===== src/rtl/core/hss_pkg.sv =====
`timescale 1ns / 1ps

package hss_pkg;

    localparam int MAX_GRID = 256;
    localparam int POS_W = $clog2(MAX_GRID);
    localparam int VAL_W = 16;
    localparam int HOT_W = 16;
    localparam int SIZE_W = 9;
    localparam int CFG_IDX_W = 4;
    localparam int CFG_DATA_W = 16;
    localparam int OUT_POS_W = 8;
    localparam int RAM_W = 2 * VAL_W;

    localparam logic [SIZE_W-1:0] GRID_RESET = SIZE_W'(64);
    localparam logic [VAL_W-1:0] THRESH_RESET = VAL_W'(410);
    localparam logic [HOT_W-1:0] HOT_MAX = {HOT_W{1'b1}};

    localparam logic [CFG_IDX_W-1:0] REG_GRID_SIZE = CFG_IDX_W'(0);
    localparam logic [CFG_IDX_W-1:0] REG_HOT_THRESHOLD = CFG_IDX_W'(1);

    typedef struct packed {
        logic [VAL_W-1:0] value;
        logic [POS_W-1:0] row;
        logic [POS_W-1:0] col;
        logic emit;
        logic done;
        logic first;
    } item_t;

endpackage


===== src/rtl/core/hss_scan.sv =====
`timescale 1ns / 1ps

module hss_scan (
    input  logic                           clk,
    input  logic                           rst_n,
    input  logic                           cfg_valid,
    output logic                           cfg_ready,
    input  logic [hss_pkg::CFG_IDX_W-1:0]  cfg_index,
    input  logic [hss_pkg::CFG_DATA_W-1:0] cfg_data,
    input  logic                           in_valid,
    output logic                           in_ready,
    input  logic [hss_pkg::VAL_W-1:0]      cell_value,
    input  logic                           advance,
    output hss_pkg::item_t                 item,
    output logic                           item_valid,
    output logic                           rd_en,
    output logic [hss_pkg::POS_W-1:0]      rd_addr,
    output logic [hss_pkg::VAL_W-1:0]      hot_threshold
);

    logic [hss_pkg::SIZE_W-1:0] grid_size_reg;
    logic [hss_pkg::VAL_W-1:0]  thresh_reg;
    logic [hss_pkg::POS_W-1:0]  row_reg;
    logic [hss_pkg::POS_W-1:0]  row_next;
    logic [hss_pkg::POS_W-1:0]  col_reg;
    logic [hss_pkg::POS_W-1:0]  col_next;
    logic                       item_valid_reg;
    logic                       item_valid_next;
    hss_pkg::item_t             item_reg;
    logic [31:0]                n_full;
    logic [hss_pkg::POS_W-1:0]  n_last;
    logic                       accept;
    logic                       cfg_write;
    logic                       row_end;

    assign cfg_ready = 1'b1;
    assign cfg_write = cfg_valid & cfg_ready;
    assign in_ready = !item_valid_reg || advance;
    assign accept = in_valid & in_ready;

    always_comb
    begin
        n_full = 32'(grid_size_reg);
        if (n_full < 32'd3)
        begin
            n_full = 32'd3;
        end
        if (n_full > 32'(hss_pkg::MAX_GRID))
        begin
            n_full = 32'(hss_pkg::MAX_GRID);
        end
        n_last = hss_pkg::POS_W'(n_full - 32'd1);
    end

    assign row_end = (col_reg == n_last);

    always_comb
    begin
        row_next = row_reg;
        col_next = col_reg;
        if (cfg_write && cfg_index == hss_pkg::REG_GRID_SIZE)
        begin
            row_next = '0;
            col_next = '0;
        end
        else if (accept)
        begin
            if (row_end)
            begin
                col_next = '0;
                row_next = (row_reg == n_last) ? '0 : row_reg + 1'b1;
            end
            else
            begin
                col_next = col_reg + 1'b1;
            end
        end
    end

    always_comb
    begin
        priority if (accept)
        begin
            item_valid_next = 1'b1;
        end
        else if (advance)
        begin
            item_valid_next = 1'b0;
        end
        else
        begin
            item_valid_next = item_valid_reg;
        end
    end

    always_ff @(posedge clk or negedge rst_n)
    begin
        if (!rst_n)
        begin
            grid_size_reg  <= hss_pkg::GRID_RESET;
            thresh_reg     <= hss_pkg::THRESH_RESET;
            row_reg        <= '0;
            col_reg        <= '0;
            item_valid_reg <= 1'b0;
        end
        else
        begin
            if (cfg_write && cfg_index == hss_pkg::REG_GRID_SIZE)
            begin
                grid_size_reg <= cfg_data[hss_pkg::SIZE_W-1:0];
            end
            if (cfg_write && cfg_index == hss_pkg::REG_HOT_THRESHOLD)
            begin
                thresh_reg <= cfg_data[hss_pkg::VAL_W-1:0];
            end
            row_reg        <= row_next;
            col_reg        <= col_next;
            item_valid_reg <= item_valid_next;
        end
    end

    always_ff @(posedge clk)
    begin
        if (accept)
        begin
            item_reg.value <= cell_value;
            item_reg.row   <= row_reg;
            item_reg.col   <= col_reg;
            item_reg.emit  <= (row_reg >= hss_pkg::POS_W'(2)) && (col_reg >= hss_pkg::POS_W'(2));
            item_reg.done  <= (row_reg == n_last) && row_end;
            item_reg.first <= (row_reg == '0) && (col_reg == '0);
        end
    end

    assign item = item_reg;
    assign item_valid = item_valid_reg;
    assign rd_en = accept;
    assign rd_addr = col_reg;
    assign hot_threshold = thresh_reg;

endmodule


===== config.mk =====
export PLATFORM = sky130hd
export DESIGN_NAME = hss_scan
export DESIGN_NICKNAME = d
export VERILOG_FILES = /design/src/rtl/core/hss_pkg.sv /design/src/rtl/core/hss_scan.sv
export SDC_FILE = /design/constraint.sdc
export NUM_CORES = 1
export LEC_CHECK = 0
export ABC_AREA = 1
export BUFFER_PORTS_ARGS = -buffer_cell sky130_fd_sc_hd__buf_2
export CAP_MARGIN = 20
export CORE_AREA = 10 10 87 108
export CTS_BUF_LIST = sky130_fd_sc_hd__clkbuf_4 sky130_fd_sc_hd__clkbuf_8 sky130_fd_sc_hd__clkbuf_16
export DETAILED_ROUTE_END_ITERATION = 6
export DIE_AREA = 0 0 97 118
export MAX_ROUTING_LAYER = met4
export PLACE_DENSITY = 0.82
export SYNTH_ARGS = -nofsm -noshare
export SYNTH_HDL_FRONTEND = slang
export SYNTH_SLANG_ARGS = --single-unit

===== constraint.sdc =====
create_clock -name clk -period 3.1 [get_ports clk]
set_input_delay 0.31 -clock clk [delete_from_list [all_inputs] [get_ports clk]]
set_output_delay 0.31 -clock clk [all_outputs]
set_load 0.01 [all_outputs]

==> impl_metrics.json <==
{
  "power_density_mw_per_mm2": 796,
  "synth-main-ff-cell": "dfrtp_1",
  "gp_congestion": 0.974,
  "initial_utilization": 0.509,
  "setup_viol": 0,
  "die_x_um": 97,
  "peakVddDrop_mv": 0.436,
  "final_nets": 513,
  "area_delta_synth_final_pct": 23.3,
  "grt_max_degree": 43,
  "antenna_cells": 0,
  "die-height_um": 118,
  "die_area_mm2": 0.0114,
  "ys_seq_area_frac": 0.567,
  "grt_pass1_vias": 3061,
  "clk_latency_ps": 350,
  "finalWorstSetupSlack_ps": 298,
  "rows": 35,
  "finalHoldViolations": 0,
  "final_common_cell": "buf_2",
  "grt_usage": 0.154,
  "fin_crit_sh": 0.904,
  "pwr-share-clk": 0.231,
  "drtAntennaViolNets": 0,
  "place_ws_ps": 283,
  "fin_util": 0.628,
  "io_buffers": 102,
  "synth_area_per_cell_um2": 10.5,
  "cp-end-kind": "register",
  "swShare": 0.361,
  "final_cell_mix": "buf_2 (102), nand2_1 (79), dfrtp_1 (35), edfxtp_1 (35), inv_1 (33)",
  "vias": 2880,
  "cp.arrival_ps": 3050,
  "finalCriticalPeriod_ps": 2800,
  "wl_um": 8700,
  "ctsHoldBuffers": 0,
  "power_leakage_nw": 2.17,
  "via_per_inst": 5.12,
  "synth.net_count": 403,
  "drc": 0,
  "post_synth_main_area_contributors": "edfxtp_1 (28%), dfrtp_1 (24%), nand2_1 (8.0%)",
  "dpl.hpwl_um": 6690,
  "synth_area_mm2": 0.00372,
  "hp-class": "primary input to async pin",
  "drtPass1Iterations": 6,
  "grt_pass1_wl_um": 14400,
  "finalSetupTns_ps": 0,
  "p_int_mw": 2.33,
  "seqPwrFrac": 0.439,
  "p_sw_mw": 1.32,
  "finalClockSkew_ps": 6.58,
  "hold_ws_ps": 102,
  "synth_area_leader_cell": "edfxtp_1",
  "synth.top_cell.area_share": 0.282,
  "slew_headroom": 0.369,
  "clk_path_buf_depth": 2,
  "max_freq_ghz": 0.357,
  "wl_per_cell_um": 15.5,
  "cts-root-buf": "clkbuf_8",
  "initialDrtViolationCount": 138,
  "yosysWarningCount": 0,
  "critPathKind": "register to register",
  "clk_pin_slew_ps": 80,
  "cp-start-kind": "register",
  "worst_slew_pin_slew_ps": 946,
  "synth.distinct_cells": 39,
  "final_max_slew_viol_count": 0,
  "rsz0062_at_grt": "no",
  "status": "finished, final reports clean",
  "ioPinCount": 104,
  "largest_register_ffs": 35,
  "async_flop_share": 0.545,
  "htreeDepth": 3,
  "cts_tree": "built",
  "combPwrFrac": 0.330,
  "core_area_mm2": 0.00731,
  "synth_cells": 355,
  "grt_overflow": 0,
  "synth_edf_count": 35,
  "crit_required_ps": 3340,
  "cts_num_sinks": 77,
  "cts_inserted_buffers": 9,
  "synth_seq_cells": 77,
  "drive_gt1_frac": 0.372,
  "maxCapViolCount": 0,
  "critPathMaxFanout": 8,
  "antenna_found_initial": 0
}
[final timing paths]
check	startpoint	to	slack, ps	cells past startpoint
worst min register to register	hot_threshold[10]$_DFFE_PN0P_	hot_threshold[10]$_DFFE_PN0P_	500	1
worst max-delay path	grid_size_reg[6]$_DFFE_PN1P_	row_reg[3]$_DFFE_PN0P_	300	19
max in group asynchronous	rst_n	grid_size_reg[8]$_DFFE_PN0P_	2370	1
min in group clk	cell_value[10]	item[29]$_DFFE_PP_	130	1
worst min-delay path	rst_n	grid_size_reg[8]$_DFFE_PN0P_	100	1
worst max register to register	grid_size_reg[6]$_DFFE_PN1P_	row_reg[3]$_DFFE_PN0P_	300	19
[metal layers]
metal  vias up  global-route usage  routed length, µm
met2       123               0.243               4040
met5         -                   -                  0
li1       1394                   -                  -
met4         0              0.0591                189
met3        18              0.0511                667
met1      1345               0.176               3800
[per-stage QoR]
stage,instances,power (mW),instance area [µm²]
floorplan,355,2.42,3720
global placement,544,2.77,4340
detailed placement,544,2.83,4340
CTS,560,3.68,4560
global route,562,3.91,4590
finish,562,3.65,4590
[cells in the mapped netlist (2+ instances only)]
library cell / n
a21oi_1: 8
buf_2: 3
buf_4: 2
clkbuf_1: 2
dfrtp_1: 36
dfstp_2: 6
edfxtp_1: 35
ha_1: 7
inv_1: 33
inv_2: 2
mux2_2: 15
nand2_1: 79
nand2_2: 6
nand2_4: 5
nand3_1: 21
nand3_2: 6
nand3_4: 2
nand4_1: 5
nor2_1: 22
nor2_2: 3
nor3_1: 12
nor4_1: 2
o21ai_0: 14
o21ai_1: 2
xnor2_1: 4
xor2_1: 10
[what timing repair did]
action	in CTS	in global routing
setup endpoints to repair	0	8
buffers inserted	0	2
resized for setup	0	1
[layout make-up]
cell class | instances | area, µm²
clock buffers | 12 | 153
clock inverters | 4 | 72.6
fillers | 596 | 2720
inverters | 35 | 131
multi-input cells | 235 | 1430
flip-flops and latches | 77 | 2110
well taps | 92 | 115
repair buffers | 107 | 573
[cells by family after synthesis]
family / after synthesis / synth area share
AND/OR/NAND/NOR: 167 / 0.226
flip-flops: 77 / 0.567
buffers and inverters: 43 / 0.0484
AO/OA/AOI/OAI: 29 / 0.0454
XOR/XNOR: 16 / 0.0437
multiplexers: 15 / 0.0454
adder cells (fa/ha/maj): 7 / 0.0235
other: 1 / 0.00101
[power groups by stage]
| stage | registers [mW] | clock network (mW) | logic, mW |
|---|---|---|---|
| finish | 1.60 | 0.842 | 1.21 |
| global route | 1.64 | 0.913 | 1.36 |
| CTS | 1.60 | 0.861 | 1.21 |
| detailed placement | 1.62 | 0 | 1.21 |
| global placement | 1.60 | 0 | 1.17 |
| floorplan | 1.60 | 0 | 0.815 |
[worst max-delay path: stages, from the launching register on]
cell and delay [ps]:
dfstp_2 570, inv_1 70, nand2_1 110, nor2_4 50, nand2_4 80, nand2_1 90, nand2_2 90, ha_1 260
nand2_1 100, nor2_1 160, nand3_2 90, nand2_2 110, xor2_2 140, nand2_1 80, nor2_2 140, nand3_4 120
nand2_1 130, nand2_2 130, nand2_1 100, nand2_1 60
No activity file was read; power rests on OpenSTA's default activity.
